$ cat config.mk
export PLATFORM = sky130hd
export DESIGN_NAME = bar_meter_peak_hold_core
export DESIGN_NICKNAME = d
export VERILOG_FILES = /design/src/sv/bmph_pkg.sv /design/src/sv/bmph_ram.sv /design/src/sv/bmph_div.sv /design/src/sv/bar_meter_peak_hold_core.sv
export VERILOG_INCLUDE_DIRS = /design/src /design/src/sv
export SDC_FILE = /design/constraint.sdc
export NUM_CORES = 1
export LEC_CHECK = 0
export ABC_CLOCK_PERIOD_IN_PS = 7700
export CORE_ASPECT_RATIO = 1.5
export CORE_UTILIZATION = 35
export DETAILED_ROUTE_END_ITERATION = 6
export DONT_BUFFER_PORTS = 1
export GPL_TIMING_DRIVEN = 1
export PLACE_DENSITY = 0.51
export SLEW_MARGIN = 20
export SYNTH_ARGS = -nofsm -noshare
export SYNTH_HDL_FRONTEND = slang
export SYNTH_SLANG_ARGS = --single-unit
$ cat constraint.sdc
create_clock -name aclk -period 7.7 [get_ports aclk]
set_input_delay 1.155 -clock aclk [delete_from_list [all_inputs] [get_ports aclk]]
set_output_delay 1.155 -clock aclk [all_outputs]
set_load 0.01 [all_outputs]
$ cat src/sv/bar_meter_peak_hold_core_macros.svh
// Assertion macros shared by the bar meter RTL.
`ifndef BAR_METER_PEAK_HOLD_CORE_MACROS_SVH
`define BAR_METER_PEAK_HOLD_CORE_MACROS_SVH

`ifndef SYNTH
// Same-cycle implication, sampled on aclk, off during reset.
`define BMPH_ASSERT_IMP(lbl, ante, cons) \
    lbl: assert property (@(posedge aclk) disable iff (!aresetn) (ante) |-> (cons)) \
        else $error("bar meter assertion failed");
// Next-cycle implication, sampled on aclk, off during reset.
`define BMPH_ASSERT_NEXT(lbl, ante, cons) \
    lbl: assert property (@(posedge aclk) disable iff (!aresetn) (ante) |=> (cons)) \
        else $error("bar meter assertion failed");
`else
`define BMPH_ASSERT_IMP(lbl, ante, cons)
`define BMPH_ASSERT_NEXT(lbl, ante, cons)
`endif

`endif

$ cat src/sv/bmph_pkg.sv
// Shared constants for the bar meter with peak hold.
`default_nettype none
package bmph_pkg;

    localparam int CH_W    = 5;
    localparam int FREQ_W  = 18;
    localparam int REG_W   = 17;
    localparam int BAR_W   = 6;
    localparam int SEG_W   = 4;
    localparam int FILL_W  = 2;

    localparam int BAR_STEPS     = 48;
    localparam int STEPS_PER_SEG = 4;
    localparam int SEG_SHIFT     = $clog2(STEPS_PER_SEG);

    // quotient never exceeds BAR_STEPS, so BAR_W quotient bits suffice
    localparam int Q_W   = BAR_W;
    localparam int NUM_W = REG_W + Q_W;

    localparam logic [REG_W-1:0] LOW_RESET  = REG_W'(11000);
    localparam logic [REG_W-1:0] HIGH_RESET = REG_W'(99000);

    localparam int CFG_IDX_W = 1;
    localparam logic [CFG_IDX_W-1:0] CFG_RANGE_LOW  = 1'b0;
    localparam logic [CFG_IDX_W-1:0] CFG_RANGE_HIGH = 1'b1;

    localparam int NUM_CHANNELS_DEF = 32;

endpackage
`default_nettype wire

$ cat src/sv/bmph_ram.sv
// Generic single-port-write, registered-read RAM.
`default_nettype none
module bmph_ram #(
    parameter int WIDTH = 8,
    parameter int DEPTH = 32,
    parameter int AW    = (DEPTH > 1) ? $clog2(DEPTH) : 1
) (
    input  wire logic             aclk,
    input  wire logic             we,
    input  wire logic [AW-1:0]    waddr,
    input  wire logic [WIDTH-1:0] wdata,
    input  wire logic [AW-1:0]    raddr,
    output logic      [WIDTH-1:0] rdata
);

    logic [WIDTH-1:0] mem_reg [DEPTH];
    logic [WIDTH-1:0] rdata_reg;

    always_ff @(posedge aclk) begin
        if (we) begin
            mem_reg[waddr] <= wdata;
        end
        rdata_reg <= mem_reg[raddr];
    end

    assign rdata = rdata_reg;

endmodule
`default_nettype wire

$ cat src/sv/bmph_div.sv
// Iterative restoring divider: one quotient bit per cycle.
`default_nettype none
module bmph_div (
    input  wire logic                        aclk,
    input  wire logic                        aresetn,
    input  wire logic                        start,
    input  wire logic [bmph_pkg::NUM_W-1:0]  dividend,
    input  wire logic [bmph_pkg::REG_W-1:0]  divisor,
    output logic                             busy,
    output logic      [bmph_pkg::Q_W-1:0]    quotient
);
    import bmph_pkg::*;

    localparam int CNT_W = $clog2(Q_W + 1);

    logic [NUM_W-1:0] rem_reg, rem_next;
    logic [NUM_W-1:0] dvs_reg, dvs_next;
    logic [Q_W-1:0]   q_reg, q_next;
    logic [CNT_W-1:0] cnt_reg, cnt_next;
    logic             busy_reg, busy_next;
    logic             ge;

    assign ge = rem_reg >= dvs_reg;

    always_comb begin
        rem_next  = rem_reg;
        dvs_next  = dvs_reg;
        q_next    = q_reg;
        cnt_next  = cnt_reg;
        busy_next = busy_reg;
        if (start) begin
            rem_next  = dividend;
            // align divisor with the top quotient bit
            dvs_next  = NUM_W'(divisor) << (Q_W - 1);
            q_next    = '0;
            cnt_next  = CNT_W'(Q_W);
            busy_next = 1'b1;
        end else if (busy_reg) begin
            rem_next = ge ? (rem_reg - dvs_reg) : rem_reg;
            q_next   = {q_reg[Q_W-2:0], ge};
            dvs_next = dvs_reg >> 1;
            cnt_next = cnt_reg - CNT_W'(1);
            if (cnt_reg == CNT_W'(1)) begin
                busy_next = 1'b0;
            end
        end
    end

    always_ff @(posedge aclk) begin
        if (!aresetn) begin
            busy_reg <= 1'b0;
            cnt_reg  <= '0;
        end else begin
            busy_reg <= busy_next;
            cnt_reg  <= cnt_next;
        end
        rem_reg <= rem_next;
        dvs_reg <= dvs_next;
        q_reg   <= q_next;
    end

    assign busy     = busy_reg;
    assign quotient = q_reg;

endmodule
`default_nettype wire

$ cat src/sv/bar_meter_peak_hold_core.sv
// Bar meter with falling peak marker: a column per channel.
//
// Input channel (s_*): valid/ready requests. mode 0 updates one channel's
// column from its frequency; mode 1 clears every peak marker and returns
// nothing. A channel at or above NUM_CHANNELS is dropped.
// Result channel (m_*): valid/ready, one result per in-range update.
// Configuration: cfg_we writes range_low (index 0) or range_high (index 1)
// from cfg_data; write only while the block is idle.
// An update occupies the block through latch, clamp, divider load,
// six passes through the shared compare/subtract divider, and the peak
// update. The result becomes valid in the same cycle that the next
// request can be taken. The output register decouples the sides, so a
// stalled receiver holds one result while the next update runs; a second
// result waits in the divider until the register frees up.
// Reset restores the range defaults and reads all peaks and last levels
// as zero (per-channel valid bits; no clearing pass).
`default_nettype none
`include "bar_meter_peak_hold_core_macros.svh"
module bar_meter_peak_hold_core #(
    parameter int NUM_CHANNELS = bmph_pkg::NUM_CHANNELS_DEF
) (
    input  wire logic                             aclk,
    input  wire logic                             aresetn,
    input  wire logic                             cfg_we,
    input  wire logic [bmph_pkg::CFG_IDX_W-1:0]   cfg_index,
    input  wire logic [bmph_pkg::REG_W-1:0]       cfg_data,
    input  wire logic                             s_valid,
    output logic                                  s_ready,
    input  wire logic                             s_mode,
    input  wire logic [bmph_pkg::CH_W-1:0]        s_channel,
    input  wire logic                             s_voice_active,
    input  wire logic                             s_channel_enabled,
    input  wire logic [bmph_pkg::FREQ_W-1:0]      s_frequency,
    output logic                                  m_valid,
    input  wire logic                             m_ready,
    output logic      [bmph_pkg::CH_W-1:0]        m_out_channel,
    output logic      [bmph_pkg::BAR_W-1:0]       m_bar_level,
    output logic      [bmph_pkg::SEG_W-1:0]       m_full_segments,
    output logic      [bmph_pkg::FILL_W-1:0]      m_partial_fill,
    output logic      [bmph_pkg::BAR_W-1:0]       m_peak_level
);
    import bmph_pkg::*;

    localparam int AW    = (NUM_CHANNELS > 1) ? $clog2(NUM_CHANNELS) : 1;
    localparam int RAM_W = 2 * BAR_W;

    localparam logic [1:0] ST_IDLE  = 2'd0;
    localparam logic [1:0] ST_CLAMP = 2'd1;
    localparam logic [1:0] ST_LOAD  = 2'd2;
    localparam logic [1:0] ST_DIV   = 2'd3;

    logic [1:0]        state_reg, state_next;
    logic [REG_W-1:0]  low_reg, high_reg;
    logic [CH_W-1:0]   ch_reg;
    logic [FREQ_W-1:0] lvl_reg;
    logic [REG_W-1:0]  diff_reg, den_reg;
    logic [NUM_CHANNELS-1:0] peak_vld_reg, last_vld_reg;

    logic [CH_W-1:0]   out_ch_reg;
    logic [BAR_W-1:0]  out_bar_reg, out_peak_reg;
    logic              m_valid_reg, m_valid_next;

    logic              accept, in_range, finish;
    logic [AW-1:0]     addr;
    logic [FREQ_W-1:0] lo_ext, hi_ext, clamped;
    logic              empty_range;
    logic [REG_W-1:0]  diff_c, den_c;

    logic              div_start, div_busy;
    logic [Q_W-1:0]    quotient;
    logic [RAM_W-1:0]  rd_data;
    logic [BAR_W-1:0]  peak_old, last_old, peak_dec, peak_new, bar;

    assign s_ready  = (state_reg == ST_IDLE);
    assign accept   = s_valid && s_ready;
    assign in_range = 32'(s_channel) < NUM_CHANNELS;
    assign addr     = AW'(ch_reg);

    // configuration registers
    always_ff @(posedge aclk) begin
        if (!aresetn) begin
            low_reg  <= LOW_RESET;
            high_reg <= HIGH_RESET;
        end else if (cfg_we) begin
            unique case (cfg_index)
                CFG_RANGE_LOW:  low_reg  <= cfg_data;
                CFG_RANGE_HIGH: high_reg <= cfg_data;
                default:        ;
            endcase
        end
    end

    // clamp into the configured range and take the offset
    assign lo_ext      = FREQ_W'(low_reg);
    assign hi_ext      = FREQ_W'(high_reg);
    assign empty_range = high_reg <= low_reg;

    always_comb begin
        if (lvl_reg < lo_ext) begin
            clamped = lo_ext;
        end else if (lvl_reg > hi_ext) begin
            clamped = hi_ext;
        end else begin
            clamped = lvl_reg;
        end
        diff_c = empty_range ? '0 : REG_W'(clamped - lo_ext);
        den_c  = empty_range ? REG_W'(1) : (high_reg - low_reg);
    end

    assign div_start = (state_reg == ST_LOAD);

    bmph_div u_div (
        .aclk     (aclk),
        .aresetn  (aresetn),
        .start    (div_start),
        .dividend (NUM_W'(diff_reg) * NUM_W'(BAR_STEPS)),
        .divisor  (den_reg),
        .busy     (div_busy),
        .quotient (quotient)
    );

    // peak marker and last level share one entry per channel
    assign bar      = quotient;
    assign peak_old = peak_vld_reg[addr] ? rd_data[RAM_W-1:BAR_W] : '0;
    assign last_old = last_vld_reg[addr] ? rd_data[BAR_W-1:0] : '0;
    assign peak_dec = (peak_old > last_old) ? (peak_old - BAR_W'(1)) : peak_old;
    assign peak_new = (peak_dec <= bar) ? bar : (peak_dec - BAR_W'(1));

    assign finish = (state_reg == ST_DIV) && !div_busy && (!m_valid_reg || m_ready);

    bmph_ram #(
        .WIDTH (RAM_W),
        .DEPTH (NUM_CHANNELS),
        .AW    (AW)
    ) u_store (
        .aclk  (aclk),
        .we    (finish),
        .waddr (addr),
        .wdata ({peak_new, bar}),
        .raddr (addr),
        .rdata (rd_data)
    );

    always_comb begin
        state_next = state_reg;
        unique case (state_reg)
            ST_IDLE: begin
                if (accept && !s_mode && in_range) begin
                    state_next = ST_CLAMP;
                end
            end
            ST_CLAMP: state_next = ST_LOAD;
            ST_LOAD:  state_next = ST_DIV;
            ST_DIV: begin
                if (finish) begin
                    state_next = ST_IDLE;
                end
            end
            default:  state_next = ST_IDLE;
        endcase
    end

    always_comb begin
        m_valid_next = m_valid_reg && !m_ready;
        if (finish) begin
            m_valid_next = 1'b1;
        end
    end

    always_ff @(posedge aclk) begin
        if (!aresetn) begin
            state_reg    <= ST_IDLE;
            m_valid_reg  <= 1'b0;
            peak_vld_reg <= '0;
            last_vld_reg <= '0;
        end else begin
            state_reg   <= state_next;
            m_valid_reg <= m_valid_next;
            if (accept && s_mode) begin
                peak_vld_reg <= '0;
            end else if (finish) begin
                peak_vld_reg[addr] <= 1'b1;
                last_vld_reg[addr] <= 1'b1;
            end
        end
    end

    // payload registers
    always_ff @(posedge aclk) begin
        if (accept) begin
            ch_reg  <= s_channel;
            lvl_reg <= (s_voice_active && s_channel_enabled) ? s_frequency : '0;
        end
        if (state_reg == ST_CLAMP) begin
            diff_reg <= diff_c;
            den_reg  <= den_c;
        end
        if (finish) begin
            out_ch_reg   <= ch_reg;
            out_bar_reg  <= bar;
            out_peak_reg <= peak_new;
        end
    end

    assign m_valid         = m_valid_reg;
    assign m_out_channel   = out_ch_reg;
    assign m_bar_level     = out_bar_reg;
    assign m_full_segments = SEG_W'(out_bar_reg >> SEG_SHIFT);
    assign m_partial_fill  = out_bar_reg[FILL_W-1:0];
    assign m_peak_level    = out_peak_reg;

    `BMPH_ASSERT_IMP(a_bar_in_scale, m_valid, (m_bar_level <= BAR_W'(BAR_STEPS)) && (m_peak_level <= BAR_W'(BAR_STEPS)))
    `BMPH_ASSERT_IMP(a_peak_not_below_bar, m_valid, m_peak_level >= m_bar_level)
    `BMPH_ASSERT_IMP(a_div_only_in_div, div_busy, state_reg == ST_DIV)
    `BMPH_ASSERT_NEXT(a_clear_peaks, s_valid && s_ready && s_mode, peak_vld_reg == '0)

endmodule
`default_nettype wire

==> out/qor.txt <==
Tmin final = 6.233 ns
Pins Over Slew Limit = 0
hold buffer count at CTS = 0
Worst Path Arrival = 6.50 ns
final hold vios = 0
post-detail-place hpwl = 55110 um
worst path required time = 7.97 ns
CP startpoint = addr[1]
Combinational Power Share = 0.346
Critical-path top delay cell = buf_4
Sw Share = 0.3535
DP Area = 29860 um2
GRT Overall Usage = 0.1903
sw power = 4.460 mW
post-cts gate resize count = 0
Rows = 128
clk slew on worst S/H paths = 0.07 ns
Filler cells = 7586
max FFs per register = 384
Detailed Routing Iterations Pass 1 = 5
f_max = 0.1604 GHz
final worst path period share = 0.8095
Netlist cell types = 73
Max Root-Sink Buffers = 3
syn avg cell area = 13.51 um2
register area share after synthesis = 0.6115
first-pass GRT wire length = 116400 um
Yosys top cell area share = 0.5190
die height = 352.0 um
Reg2Reg Setup Slack = 1.47 ns
synthesis-to-layout area growth = 11.94%
IO buf count = 0
TritonCTS buffer count = 58
number of vias per cell = 5.439
total of max-cap violations = 0
vias post-DR = 17430
Critical R2R Launch = addr[1]
setup tns final = 0 ns
Die W = 235.3 um
Reg-to-Reg End = u_store.mem_reg[0][6]
core area = 81040 um2
share of synthesized flip-flops with an asynchronous set or reset = 0
# nets final = 2294
CP Class = reg -> reg
CTS tree = done
CP most frequent cell = o21a_1
I/O pin total = 74
final clock skew = 0.04766 ns
worst-path fanout max = 51
htree depth = 2
1st-iter DRT viols = 1054
Cell Int Power = 8.157 mW
RD Place Congestion = 0.8207
initial antenna violation count = 3
synth top area cells = edfxtp_1 (52%), dfxtp_1 (9.2%), mux4_2 (8.3%)
Slew Limit Headroom = 0.2371
clock share of power = 0.250
CP Launch Type = flip-flop
worst r2r path cells = 20
worst vdd ir = 0.4790 mV
synth warn = 0
root buf cell = clkbuf_16
Cell Pwr Density = 394.4 nW/um2
post-route ant nets = 0
Flop pwr share = 0.404
total gr overflow = 0
DIE AREA = 82830 um2
starting density of the core = 0.3527
Synth Register Bits = 626
Final setup viols = 0
Mapped Area = 28580 um2
drt wl/cell = 24.58 um
EDFF count, synth = 494
RSZ-0062 raised after global routing = false
worst hold path type = reg -> reg
Post-route DRC = 0
Most used DFF post-synth = edfxtp_1
post-CTS setup buffer count = 0
Worst-Skew Late Latency = 0.67 ns
leakage power = 11.05 nW
worst slew pin tran = 1.143 ns
Syn Inst Count = 2116
CP peak stage delay = 0.66 ns
status = complete, no violations
diode count = 0
Worst Setup EP = u_store.mem_reg[0][6]
CP Cell Sequence = buf_4 > buf_4 > o21ai_0 > o211ai_4 > nand2_1 > ha_1 > inv_1 > a21oi_1 > o221ai_1 > and2_1 > mux2i_1 > ha_1 > nor2b_1 > o21a_1 > o21a_1 > o21a_1 > o21a_1 > o22ai_1 > buf_4 > mux2_2
largest area contributor in the netlist = edfxtp_1
vias in the first global route = 18150
TritonCTS Sinks = 626
final instance area = 31990 um2
Post-Route WL = 78780 um
CP Capture Type = flip-flop
share of post-route cells with drive strength above 1 = 0.1427
Post-Syn Nets = 2295
pin count of the biggest net entering global routing = 52
-- routing by layer --
metal,wire length [um],share of wire,up-vias,GRT usage
met5,32,0.00041,-,0
met4,3516,0.045,4,0.08405
met3,2565,0.033,120,0.02108
met2,44240,0.56,372,0.3749
met1,28430,0.36,8879,0.1999
li1,-,-,8057,-
-- cell usage in the layout, fill, tap and decap left out, types with 7 or more instances in the layout --
cell | Yosys | routed
o211ai_1 | 21 | 21
nand2b_1 | 22 | 22
o21ai_0 | 74 | 72
nand2_1 | 154 | 154
a21o_1 | 22 | 22
a211oi_1 | 16 | 16
or3_1 | 7 | 7
dfxtp_1 | 132 | 132
edfxtp_1 | 494 | 494
nor2_1 | 149 | 116
nor3_1 | 33 | 32
mux4_2 | 105 | 105
a22oi_1 | 52 | 52
nand3_1 | 33 | 33
inv_1 | 102 | 101
a22o_1 | 18 | 18
nor2b_1 | 22 | 21
xor2_1 | 18 | 18
clkinv_2 | 0 | 10
o21a_1 | 53 | 53
clkbuf_16 | 0 | 58
and3_1 | 32 | 32
o22ai_1 | 8 | 8
a31oi_1 | 28 | 28
and2_1 | 11 | 11
a21oi_1 | 93 | 91
ha_1 | 126 | 125
bufinv_16 | 0 | 10
mux2i_1 | 34 | 34
nand4_1 | 25 | 25
xnor2_1 | 34 | 34
nor2_2 | 0 | 33
buf_4 | 8 | 42
a21boi_0 | 7 | 7
-- layout make-up --
class | instances | area, um2 | area share
sequential | 626 | 17480 | 0.5463
inverter | 102 | 382.9 | 0.01197
clock inverter | 41 | 555.5 | 0.01736
timing repair buffer | 42 | 315.3 | 0.009855
tap | 1040 | 1301 | 0.04067
clock buffer | 69 | 1543 | 0.04822
multi-input combinational | 1285 | 10420 | 0.3257
-- worst max-delay path: cells and delay by family, from the launching register on --
family | cells | cell delay (ns)
AO/OA/AOI/OAI | 9 | 1.70
buffers and inverters | 4 | 1.28
multiplexers | 2 | 0.93
AND/OR/NAND/NOR | 3 | 0.71
flip-flops | 1 | 0.64
adder cells (fa/ha/maj) | 2 | 0.55
-- power groups by stage --
| stage | Clock (mW) | Sequential [mW] | Combinational (mW) |
|---|---|---|---|
| 6_report | 3.15 | 5.10 | 4.36 |
| 5_1_grt | 3.32 | 5.14 | 4.80 |
| 4_1_cts | 3.22 | 5.12 | 4.34 |
| 3_5_place_dp | 0 | 5.20 | 4.32 |
| 3_3_place_gp | 0 | 5.19 | 4.20 |
| 2_1_floorplan | 0 | 5.14 | 2.92 |
-- stage by stage --
stage	setup slack, ns	util	total power, mW	hold WS [ns]	cells
5_1_grt	1.008	0.3948	13.26	0.4820	3205
3_3_place_gp	1.535	0.3685	9.388	0.4429	3095
6_report	1.467	0.3948	12.62	0.4646	3205
3_5_place_dp	1.336	0.3685	9.517	0.4522	3095
4_1_cts	1.305	0.3944	12.68	0.4665	3205
2_1_floorplan	1.760	-	8.062	0.4277	2116
-- kinds of logic after synthesis --
family / synth area share
AO/OA/AOI/OAI: 0.1038
XOR/XNOR: 0.01593
adder cells (fa/ha/maj): 0.05796
buffers and inverters: 0.02955
flip-flops: 0.6115
multiplexers: 0.09504
AND/OR/NAND/NOR: 0.08620
-- how the worst min path moves through the flow --
stage | start | end | slack (ns) | cells past startpoint
4_1_cts | low_reg[10] | low_reg[10] | 0.47 | 2
2_1_floorplan | addr[0] | m_out_channel[0] | 0.43 | 0
3_5_place_dp | peak_vld_reg[16] | peak_vld_reg[16] | 0.45 | 1
6_report | peak_vld_reg[16] | peak_vld_reg[16] | 0.46 | 1
5_1_grt | peak_vld_reg[27] | peak_vld_reg[27] | 0.48 | 1
3_3_place_gp | last_vld_reg[0] | last_vld_reg[0] | 0.44 | 2
-- synthesized netlist by cell type (11+ instances only) --
cell and instances:
edfxtp_1 494, nand2_1 154, nor2_1 149, dfxtp_1 132, ha_1 126, mux4_2 105, inv_1 102, a21oi_1 93
o21ai_0 74, clkbuf_1 61, o21a_1 53, a22oi_1 52, mux2i_1 34, xnor2_1 34, nand3_1 33, nor3_1 33
and3_1 32, a31oi_1 28, nand4_1 25, buf_2 24, a21o_1 22, nand2b_1 22, nor2b_1 22, o211ai_1 21
a22o_1 18, xor2_1 18, a211oi_1 16, and2_1 11
Power figures use the tool's default switching activity.
